### src/hw/rtl/bsw_pkg.sv
// ----------------------------------------------------------------------------
// bsw_pkg
// shared types and constants of the 24-bit bmp stream writer
// ----------------------------------------------------------------------------
`default_nettype none

package bsw_pkg;

  // register and field widths
  localparam int CFG_W     = 15;  // width of a dimension register
  localparam int CFG_IDX_W = 1;   // register index width
  localparam int COLOUR_W  = 17;  // unsigned q1.16 colour
  localparam int BYTE_W    = 8;
  localparam int PAD_W     = 2;   // row padding, width mod 4

  localparam int MAX_DIMENSION_DEFAULT = 16384;
  localparam int QUEUE_DEPTH           = 4;

  // register indexes
  localparam logic [CFG_IDX_W-1:0] REG_IMAGE_WIDTH  = 1'd0;
  localparam logic [CFG_IDX_W-1:0] REG_IMAGE_HEIGHT = 1'd1;

  // first two bytes of every file
  localparam logic [BYTE_W-1:0] BMP_MAGIC_B = 8'h42;
  localparam logic [BYTE_W-1:0] BMP_MAGIC_M = 8'h4D;

  typedef struct packed {
    logic [COLOUR_W-1:0] red;
    logic [COLOUR_W-1:0] green;
    logic [COLOUR_W-1:0] blue;
  } pixel_t;

  typedef struct packed {
    logic [BYTE_W-1:0] data_byte;
    logic              last_of_run;
    logic              end_of_image;
  } file_word_t;

  // one classified pixel, front to back
  typedef struct packed {
    logic              hdr;       // header goes out first
    logic              end_img;   // last pixel of the image
    logic [PAD_W-1:0]  pad;       // zero bytes after this pixel
    logic [CFG_W-1:0]  width;
    logic [CFG_W-1:0]  height;
    logic [BYTE_W-1:0] blue;
    logic [BYTE_W-1:0] green;
    logic [BYTE_W-1:0] red;
  } job_t;

endpackage

`default_nettype wire

### src/hw/rtl/bsw_front.sv
// ----------------------------------------------------------------------------
// bsw_front
// accepts pixels, converts colours and tracks row and column position
// ----------------------------------------------------------------------------
`default_nettype none

module bsw_front #(
  parameter int MAX_DIMENSION = bsw_pkg::MAX_DIMENSION_DEFAULT
) (
  input  wire logic                       clk,
  input  wire logic                       rst,
  input  wire logic [bsw_pkg::CFG_W-1:0]  image_width,
  input  wire logic [bsw_pkg::CFG_W-1:0]  image_height,
  input  wire logic                       pixel_valid,
  input  wire bsw_pkg::pixel_t            pixel,
  input  wire logic                       queue_full,
  output logic                            pixel_stall,
  output logic                            push,
  output bsw_pkg::job_t                   job
);

  localparam int CNT_W = $clog2(MAX_DIMENSION);
  localparam logic [bsw_pkg::CFG_W-1:0] DIM_MAX = bsw_pkg::CFG_W'(MAX_DIMENSION);
  localparam logic [bsw_pkg::CFG_W-1:0] DIM_ONE = bsw_pkg::CFG_W'(1);

  logic [CNT_W-1:0]          column_count;
  logic [CNT_W-1:0]          row_count;
  logic                      header_done;
  logic [bsw_pkg::CFG_W-1:0] w;
  logic [bsw_pkg::CFG_W-1:0] h;
  logic                      col_last;
  logic                      row_last;

  // floor(v * 255 / 65536), saturated
  function automatic logic [bsw_pkg::BYTE_W-1:0] to_byte(
    input logic [bsw_pkg::COLOUR_W-1:0] v
  );
    logic [bsw_pkg::COLOUR_W+7:0] prod;
    logic [8:0]                   q;
    prod = {v, 8'd0} - (bsw_pkg::COLOUR_W+8)'(v);
    q    = prod[bsw_pkg::COLOUR_W+7:16];
    to_byte = (q > 9'd255) ? 8'hFF : q[7:0];
  endfunction

  // zero acts as one, oversize as the maximum
  function automatic logic [bsw_pkg::CFG_W-1:0] clamp_dim(
    input logic [bsw_pkg::CFG_W-1:0] v
  );
    priority if (v == '0) clamp_dim = DIM_ONE;
    else if (v > DIM_MAX) clamp_dim = DIM_MAX;
    else clamp_dim = v;
  endfunction

  always_comb begin
    w        = clamp_dim(image_width);
    h        = clamp_dim(image_height);
    col_last = bsw_pkg::CFG_W'(column_count) >= (w - DIM_ONE);
    row_last = bsw_pkg::CFG_W'(row_count) >= (h - DIM_ONE);

    pixel_stall = queue_full;
    push        = pixel_valid && !queue_full;

    job.hdr     = !header_done;
    job.end_img = col_last && row_last;
    job.pad     = col_last ? w[bsw_pkg::PAD_W-1:0] : '0;
    job.width   = w;
    job.height  = h;
    job.blue    = to_byte(pixel.blue);
    job.green   = to_byte(pixel.green);
    job.red     = to_byte(pixel.red);
  end

  always_ff @(posedge clk) begin
    if (rst) begin
      column_count <= '0;
      row_count    <= '0;
      header_done  <= 1'b0;
    end else if (push) begin
      if (col_last) begin
        column_count <= '0;
        if (row_last) begin
          row_count   <= '0;
          header_done <= 1'b0;
        end else begin
          row_count   <= row_count + CNT_W'(1);
          header_done <= 1'b1;
        end
      end else begin
        column_count <= column_count + CNT_W'(1);
        header_done  <= 1'b1;
      end
    end
  end

endmodule

`default_nettype wire

### src/hw/rtl/bsw_queue.sv
// ----------------------------------------------------------------------------
// bsw_queue
// short fifo of classified pixels between front and back
// ----------------------------------------------------------------------------
`default_nettype none

module bsw_queue (
  input  wire logic           clk,
  input  wire logic           rst,
  input  wire logic           push,
  input  wire bsw_pkg::job_t  push_job,
  input  wire logic           pop,
  output logic                full,
  output logic                not_empty,
  output bsw_pkg::job_t       head
);

  localparam int DEPTH = bsw_pkg::QUEUE_DEPTH;
  localparam int PTR_W = $clog2(DEPTH);
  localparam logic [PTR_W-1:0] PTR_LAST = PTR_W'(DEPTH - 1);

  bsw_pkg::job_t     mem [DEPTH];
  logic [PTR_W-1:0]  wr_ptr;
  logic [PTR_W-1:0]  rd_ptr;
  logic [PTR_W:0]    count;

  assign full      = (count == (PTR_W+1)'(DEPTH));
  assign not_empty = (count != '0);
  assign head      = mem[rd_ptr];

  always_ff @(posedge clk) begin
    if (push) begin
      mem[wr_ptr] <= push_job;
    end
  end

  always_ff @(posedge clk) begin
    if (rst) begin
      wr_ptr <= '0;
      rd_ptr <= '0;
      count  <= '0;
    end else begin
      if (push) begin
        wr_ptr <= (wr_ptr == PTR_LAST) ? '0 : wr_ptr + PTR_W'(1);
      end
      if (pop) begin
        rd_ptr <= (rd_ptr == PTR_LAST) ? '0 : rd_ptr + PTR_W'(1);
      end
      unique case ({push, pop})
        2'b10:   count <= count + (PTR_W+1)'(1);
        2'b01:   count <= count - (PTR_W+1)'(1);
        default: count <= count;
      endcase
    end
  end

endmodule

`default_nettype wire

### src/hw/rtl/bsw_back.sv
// ----------------------------------------------------------------------------
// bsw_back
// byte sequencer: header, pixel bytes and row padding into an output register
// ----------------------------------------------------------------------------
`default_nettype none

module bsw_back (
  input  wire logic               clk,
  input  wire logic               rst,
  input  wire logic               queue_not_empty,
  input  wire bsw_pkg::job_t      head,
  output logic                    pop,
  output logic                    file_valid,
  input  wire logic               file_stall,
  output bsw_pkg::file_word_t     file_word
);

  localparam int POS_W = 6;
  localparam logic [POS_W-1:0] POS_HDR_START = 6'd0;
  localparam logic [POS_W-1:0] POS_BLUE      = 6'd54;
  localparam logic [POS_W-1:0] POS_GREEN     = 6'd55;
  localparam logic [POS_W-1:0] POS_RED       = 6'd56;
  localparam logic [POS_W-1:0] POS_FIELDS    = 6'd2;   // first 32-bit field
  localparam logic [POS_W-1:0] POS_FIELDS_END = 6'd26;
  localparam logic [POS_W-1:0] POS_PLANES    = 6'd26;
  localparam logic [POS_W-1:0] POS_BPP       = 6'd28;

  localparam logic [2:0] FLD_SIZE     = 3'd0;
  localparam logic [2:0] FLD_RESERVED = 3'd1;
  localparam logic [2:0] FLD_OFFSET   = 3'd2;
  localparam logic [2:0] FLD_INFO_LEN = 3'd3;
  localparam logic [2:0] FLD_WIDTH    = 3'd4;
  localparam logic [2:0] FLD_HEIGHT   = 3'd5;

  localparam logic [31:0] HDR_LEN  = 32'd54;
  localparam logic [31:0] INFO_LEN = 32'd40;
  localparam logic [7:0]  PLANES   = 8'd1;
  localparam logic [7:0]  BPP      = 8'd24;

  localparam int PROD_W     = 2 * bsw_pkg::CFG_W;
  localparam int PAD_PROD_W = bsw_pkg::PAD_W + bsw_pkg::CFG_W;

  logic                      active;
  logic [POS_W-1:0]          pos;
  bsw_pkg::job_t             job;
  logic [PROD_W-1:0]         area;
  logic [31:0]               file_size;

  logic                      can_load;
  logic                      emit;
  logic                      is_last;
  logic [bsw_pkg::BYTE_W-1:0] byte_value;

  function automatic logic [7:0] hdr_byte(
    input logic [POS_W-1:0]          p,
    input logic [31:0]               size,
    input logic [bsw_pkg::CFG_W-1:0] w,
    input logic [bsw_pkg::CFG_W-1:0] h
  );
    logic [POS_W-1:0] off;
    logic [31:0]      field;
    off   = p - POS_FIELDS;
    field = '0;
    priority if (p == POS_HDR_START) begin
      hdr_byte = bsw_pkg::BMP_MAGIC_B;
    end else if (p == POS_HDR_START + 6'd1) begin
      hdr_byte = bsw_pkg::BMP_MAGIC_M;
    end else if (p < POS_FIELDS_END) begin
      unique case (off[4:2])
        FLD_SIZE:     field = size;
        FLD_RESERVED: field = '0;
        FLD_OFFSET:   field = HDR_LEN;
        FLD_INFO_LEN: field = INFO_LEN;
        FLD_WIDTH:    field = 32'(w);
        FLD_HEIGHT:   field = 32'(h);
        default:      field = '0;
      endcase
      hdr_byte = field[8*off[1:0] +: 8];
    end else if (p == POS_PLANES) begin
      hdr_byte = PLANES;
    end else if (p == POS_BPP) begin
      hdr_byte = BPP;
    end else begin
      hdr_byte = '0;
    end
  endfunction

  always_comb begin
    can_load = !file_valid || !file_stall;
    emit     = active && can_load;
    is_last  = (pos == POS_RED + POS_W'(job.pad));
    pop      = queue_not_empty && (!active || (emit && is_last));

    priority if (pos < POS_BLUE) byte_value = hdr_byte(pos, file_size, job.width, job.height);
    else if (pos == POS_BLUE)    byte_value = job.blue;
    else if (pos == POS_GREEN)   byte_value = job.green;
    else if (pos == POS_RED)     byte_value = job.red;
    else                         byte_value = '0;
  end

  // file size from the current job, computed through the area register and then the file_size register
  // every row carries width mod 4 padding bytes
  always_ff @(posedge clk) begin
    area      <= job.width * job.height;
    file_size <= HDR_LEN + 32'(area) + {area[PROD_W-2:0], 1'b0}
               + 32'(PAD_PROD_W'(job.width[bsw_pkg::PAD_W-1:0])
                     * PAD_PROD_W'(job.height));
  end

  always_ff @(posedge clk) begin
    if (rst) begin
      active     <= 1'b0;
      file_valid <= 1'b0;
    end else begin
      if (can_load) begin
        file_valid <= emit;
      end
      if (pop) begin
        active <= 1'b1;
      end else if (emit && is_last) begin
        active <= 1'b0;
      end
    end
  end

  always_ff @(posedge clk) begin
    if (emit) begin
      file_word.data_byte    <= byte_value;
      file_word.last_of_run  <= is_last;
      file_word.end_of_image <= is_last && job.end_img;
    end
    if (pop) begin
      job <= head;
      pos <= head.hdr ? POS_HDR_START : POS_BLUE;
    end else if (emit) begin
      pos <= pos + POS_W'(1);
    end
  end

endmodule

`default_nettype wire

### src/hw/rtl/bmp24_stream_writer.sv
// ----------------------------------------------------------------------------
// bmp24_stream_writer
// streams an uncompressed 24-bit bmp file from a raster of q1.16 pixels
// ----------------------------------------------------------------------------
// pixels come in bottom row first, one word each, and leave as a byte stream:
// the 54-byte header ahead of the first pixel of an image, then blue, green and
// red bytes per pixel and width mod 4 zero bytes after each row's last pixel.
// the output is one byte per cycle while it is not stalled and pixels are
// queued; the byte sequencer in the back end sets that rate. a four-word queue
// sits between the pixel front end and the sequencer, so pixels keep being
// taken until it fills while bytes wait on a stalled output. width and height
// are to be written through the register port between images, which the block
// itself does not enforce; zero acts as one and values above MAX_DIMENSION act
// as MAX_DIMENSION
// ----------------------------------------------------------------------------
`default_nettype none

module bmp24_stream_writer #(
  parameter int MAX_DIMENSION = bsw_pkg::MAX_DIMENSION_DEFAULT
) (
  input  wire logic                          clk,
  input  wire logic                          rst,
  // register port
  input  wire logic                          cfg_write,
  input  wire logic [bsw_pkg::CFG_IDX_W-1:0] cfg_index,
  input  wire logic [bsw_pkg::CFG_W-1:0]     cfg_data,
  // pixel words in
  input  wire logic                          pixel_valid,
  output logic                               pixel_stall,
  input  wire bsw_pkg::pixel_t               pixel,
  // file bytes out
  output logic                               file_valid,
  input  wire logic                          file_stall,
  output bsw_pkg::file_word_t                file_word
);

  // dimension registers
  logic [bsw_pkg::CFG_W-1:0] image_width;
  logic [bsw_pkg::CFG_W-1:0] image_height;

  // front to queue
  logic          push;
  logic          queue_full;
  bsw_pkg::job_t push_job;

  // queue to back
  logic          pop;
  logic          queue_not_empty;
  bsw_pkg::job_t head;

  always_ff @(posedge clk) begin
    if (rst) begin
      image_width  <= bsw_pkg::CFG_W'(1);
      image_height <= bsw_pkg::CFG_W'(1);
    end else if (cfg_write) begin
      unique case (cfg_index)
        bsw_pkg::REG_IMAGE_WIDTH:  image_width  <= cfg_data;
        bsw_pkg::REG_IMAGE_HEIGHT: image_height <= cfg_data;
        default: ;
      endcase
    end
  end

  // pixel front end: colour conversion and raster position
  bsw_front #(
    .MAX_DIMENSION (MAX_DIMENSION)
  ) u_front (
    .clk          (clk),
    .rst          (rst),
    .image_width  (image_width),
    .image_height (image_height),
    .pixel_valid  (pixel_valid),
    .pixel        (pixel),
    .queue_full   (queue_full),
    .pixel_stall  (pixel_stall),
    .push         (push),
    .job          (push_job)
  );

  // decoupling queue
  bsw_queue u_queue (
    .clk       (clk),
    .rst       (rst),
    .push      (push),
    .push_job  (push_job),
    .pop       (pop),
    .full      (queue_full),
    .not_empty (queue_not_empty),
    .head      (head)
  );

  // byte sequencer and output register
  bsw_back u_back (
    .clk             (clk),
    .rst             (rst),
    .queue_not_empty (queue_not_empty),
    .head            (head),
    .pop             (pop),
    .file_valid      (file_valid),
    .file_stall      (file_stall),
    .file_word       (file_word)
  );

endmodule

`default_nettype wire

### config.mk
export PLATFORM = sky130hd
export DESIGN_NAME = bmp24_stream_writer
export DESIGN_NICKNAME = d
export VERILOG_FILES = /design/src/hw/rtl/bsw_pkg.sv /design/src/hw/rtl/bsw_front.sv /design/src/hw/rtl/bsw_queue.sv /design/src/hw/rtl/bsw_back.sv /design/src/hw/rtl/bmp24_stream_writer.sv
export SDC_FILE = /design/constraint.sdc
export NUM_CORES = 1
export LEC_CHECK = 0
export ABC_CLOCK_PERIOD_IN_PS = 7050
export BUFFER_PORTS_ARGS = -buffer_cell sky130_fd_sc_hd__buf_4
export CORE_MARGIN = 3
export CORE_UTILIZATION = 60
export DETAILED_ROUTE_END_ITERATION = 12
export HOLD_SLACK_MARGIN = 0.05
export MAX_ROUTING_LAYER = met4
export PLACE_DENSITY = 0.77
export SLEW_MARGIN = 20
export SYNTH_ARGS = -nofsm -noshare
export SYNTH_HDL_FRONTEND = slang
export SYNTH_HIERARCHICAL = 1
export SYNTH_SLANG_ARGS = --single-unit
export TNS_END_PERCENT = 10
### constraint.sdc
create_clock -name clk -period 7.05 [get_ports clk]
set_input_delay 1.41 -clock clk [delete_from_list [all_inputs] [get_ports clk]]
set_output_delay 1.41 -clock clk [all_outputs]
set_load 0.01 [all_outputs]
==> metrics <==
status completed; R2R depth 19; post-synthesis sequential area ratio 40.1%; Core ar. 48000 sq um; Seq cells post-synth 437; WP data arrival 7100 ps; total of max-cap violations 0; Die Area 51700 sq um; CTS Buffer Depth 3; number of global-route vias before repair 20200; post-synthesis async set-or-reset flop share 0%; routability congestion estimate 0.919; GR Overflow Total 0; final hold violations 0; CP required 7560 ps; Inserted Clock Buffers 45; Cells after Synth 2569; CTS tree done; Hold WC Path Type flip-flop to flip-flop; Netlist cell types 97; IO buf count 83; Commonest cells post-synth 317 x inv_1, 305 x edfxtp_1, 241 x ha_1; most used cell, CP fa_1; CP endpoint u_back/area[19]$_DFF_P_; Yosys top cell area share 31.1%; Final Cycle Share 93.4%; Slew HR 35.7%; worst slew pin tran 959 ps; Finished Layout Cells 3274; HPWL after detailed placement 49200 um; Mean Syn Cell Area 11.4 sq um; largest net degree at the start of global routing 62; worst setup path startpoint u_back/job[38]$_DFFE_PP_; total setup buffers inserted after CTS 0; number of flops mapped to enable cells by yosys 305; layout cells sized above 1 10.6%; Finished Cell Area 32000 sq um; DRC errors left 0; Crit Reg-Reg Endpoint u_back/area[19]$_DFF_P_; Die X-Extent 227 um; Vias 19800; # clock sinks 437; most common cell in the netlist inv_1; Initial Util 61.2%; Placed Cells 3191; RSZ-0062 raised after global routing false; Final Max Tran Viols 0; DRT iter0 DRCs 1416; Post-layout nets 3135; chip height 227 um; IO Count 84; H-tree levels 2; clk_lat worst skew 590 ps; Via-to-Cell Ratio 6.05; synth-to-layout area growth 8.74%; row cnt 80; Final Skew 25.9 ps; routed wire length 67500 um; crit-path cells nand2_1 > fa_1 > inv_1 > fa_1 > fa_1 > fa_1 > fa_1 > inv_1 > fa_1 > inv_1 > ha_1 > nand4_1 > nor2_1 > a211oi_1 > o21bai_1 > a21oi_1 > o21bai_1 > a21oi_1 > xnor2_1; Levels on crit path 19; syn nets 3081; root buf cell clkbuf_16; initial antenna violation count 0; worst reg2reg path startpoint u_back/job[38]$_DFFE_PP_; Synth Flop Type edfxtp_1; CTS clk-pin slew, worst paths 60 ps; delay-heaviest family, CP adder cells; Fillers 3561; synthesized cell area 29400 sq um; Synth warnings 6; Wirelength per Cell 20.6 um; area of the multi-input gates 16000 sq um; setup_tns 0 ps; storage element area 11800 sq um; critical path type flip-flop to flip-flop; Max Clock Freq 0.152 GHz; DR pass1 iterations 5; Critical Path Fanout Max 16; first-pass GRT wire length 107000 um; Worst setup EP type flip-flop; Worst setup SP type flip-flop; fin crit period 6590 ps; antenna cells 0; worst hold slack 495 ps; Post-Place Cell Area 30400 sq um; slowest cell on the critical path edfxtp_1; # setup viols final 0; CP max stage delay 730 ps; reg-to-reg slack, setup 460 ps; WP buf/inv 3; Detail Route Antenna Nets 0; cts repair resizes 0; Synth area leader edfxtp_1; Total Routing Usage GR 27.3%; CTS Hold Bufs 0; leading post-synthesis cells by cell area edfxtp_1 31%, fa_1 14%, ha_1 10%
[cells by family (layout without fill, tap and decap cells)]
group	Yosys count	in the layout	share of synthesized area, %
AO/OA/AOI/OAI	386	386	8.88
XOR/XNOR	86	86	2.59
adder cells (fa/ha/maj)	440	440	23.8
buffers and inverters	406	496	5.60
flip-flops	437	437	40.1
multiplexers	115	115	6.42
AND/OR/NAND/NOR	699	699	12.6
[layout make-up]
| class | count | area share [%] |
|---|---|---|
| Multi-Input combinational cell | 1726 | 49.9 |
| Sequential cell | 437 | 36.9 |
| Clock buffer | 56 | 3.74 |
| Inverter | 319 | 3.74 |
| Tap cell | 615 | 2.41 |
| Timing Repair Buffer | 94 | 2.21 |
| Clock inverter | 27 | 1.06 |
[cells in the final DEF, fill, tap and decap left out, drive strengths merged, types with 7 or more instances in the layout]
master / count
xor2: 28
mux4: 58
mux2: 9
ha: 241
o21a: 18
inv: 319
fa: 199
xnor2: 58
and2: 144
nor2b: 30
nor2: 114
a211oi: 18
clkbuf: 56
nand3: 39
o211ai: 26
o22ai: 12
o21bai: 7
o31ai: 10
nor3: 31
and3: 11
o311ai: 12
dfxtp: 132
clkinv: 18
a21oi: 89
nand2: 182
a22oi: 13
edfxtp: 305
a21o: 25
a31oi: 23
nand2b: 54
nor4: 11
or2: 7
or3: 22
or4: 9
mux2i: 48
buf: 94
nand4: 27
o21ai: 75
[tightest hold or removal path, stage by stage, from the launching register on]
cell      delay (ps)
dfxtp_1          320
nand2b_1          70
mux2i_1           60
[how the worst min path moves through the flow]
stage	endpoint	start	cells past startpoint	slack, ps
after floorplan	u_back/file_size[0]$_DFF_P_	u_back/area[0]$_DFF_P_	1	460
after global placement	u_back/file_size[0]$_DFF_P_	u_back/area[0]$_DFF_P_	1	470
after detailed placement	u_back/file_size[0]$_DFF_P_	u_back/area[0]$_DFF_P_	1	470
after CTS	u_back/file_size[0]$_DFF_P_	u_back/area[0]$_DFF_P_	1	490
after global routing	u_back/file_size[0]$_DFF_P_	u_back/area[0]$_DFF_P_	1	530
final	image_height[4]$_SDFFE_PP0P_	image_height[4]$_SDFFE_PP0P_	2	490
[per-stage QoR]
step / util, % / setup WS [ps]
floorplan: - / 1210
global placement: 63.4 / 697
detailed placement: 63.4 / 525
CTS: 66.6 / 516
global route: 66.6 / 129
finish: 66.6 / 464
[sequential cells by signal (all words and copies together) (netlist names), 2 cells and up, named ones only]
| register | count |
|---|---|
| u_queue/wr_ptr | 2 |
| image_height | 15 |
| u_front/column_count | 14 |
| u_queue/count | 3 |
| u_back/file_word | 10 |
| u_back/job | 57 |
| u_queue/rd_ptr | 2 |
| u_front/row_count | 14 |
| u_back/pos | 6 |
| image_width | 15 |
| u_back/area | 30 |
| u_queue/mem | 232 |
| u_back/file_size | 32 |
[layer usage]
layer  global-route usage [%]  routed length [um]
met1                     35.7               27900
met2                     45.1               33600
met3                     3.55                4090
met4                     8.10                1950
met5                        -                   0
Power is not shown: default switching activity piles up to over one toggle a cycle in this logic, so the estimate is an artifact.
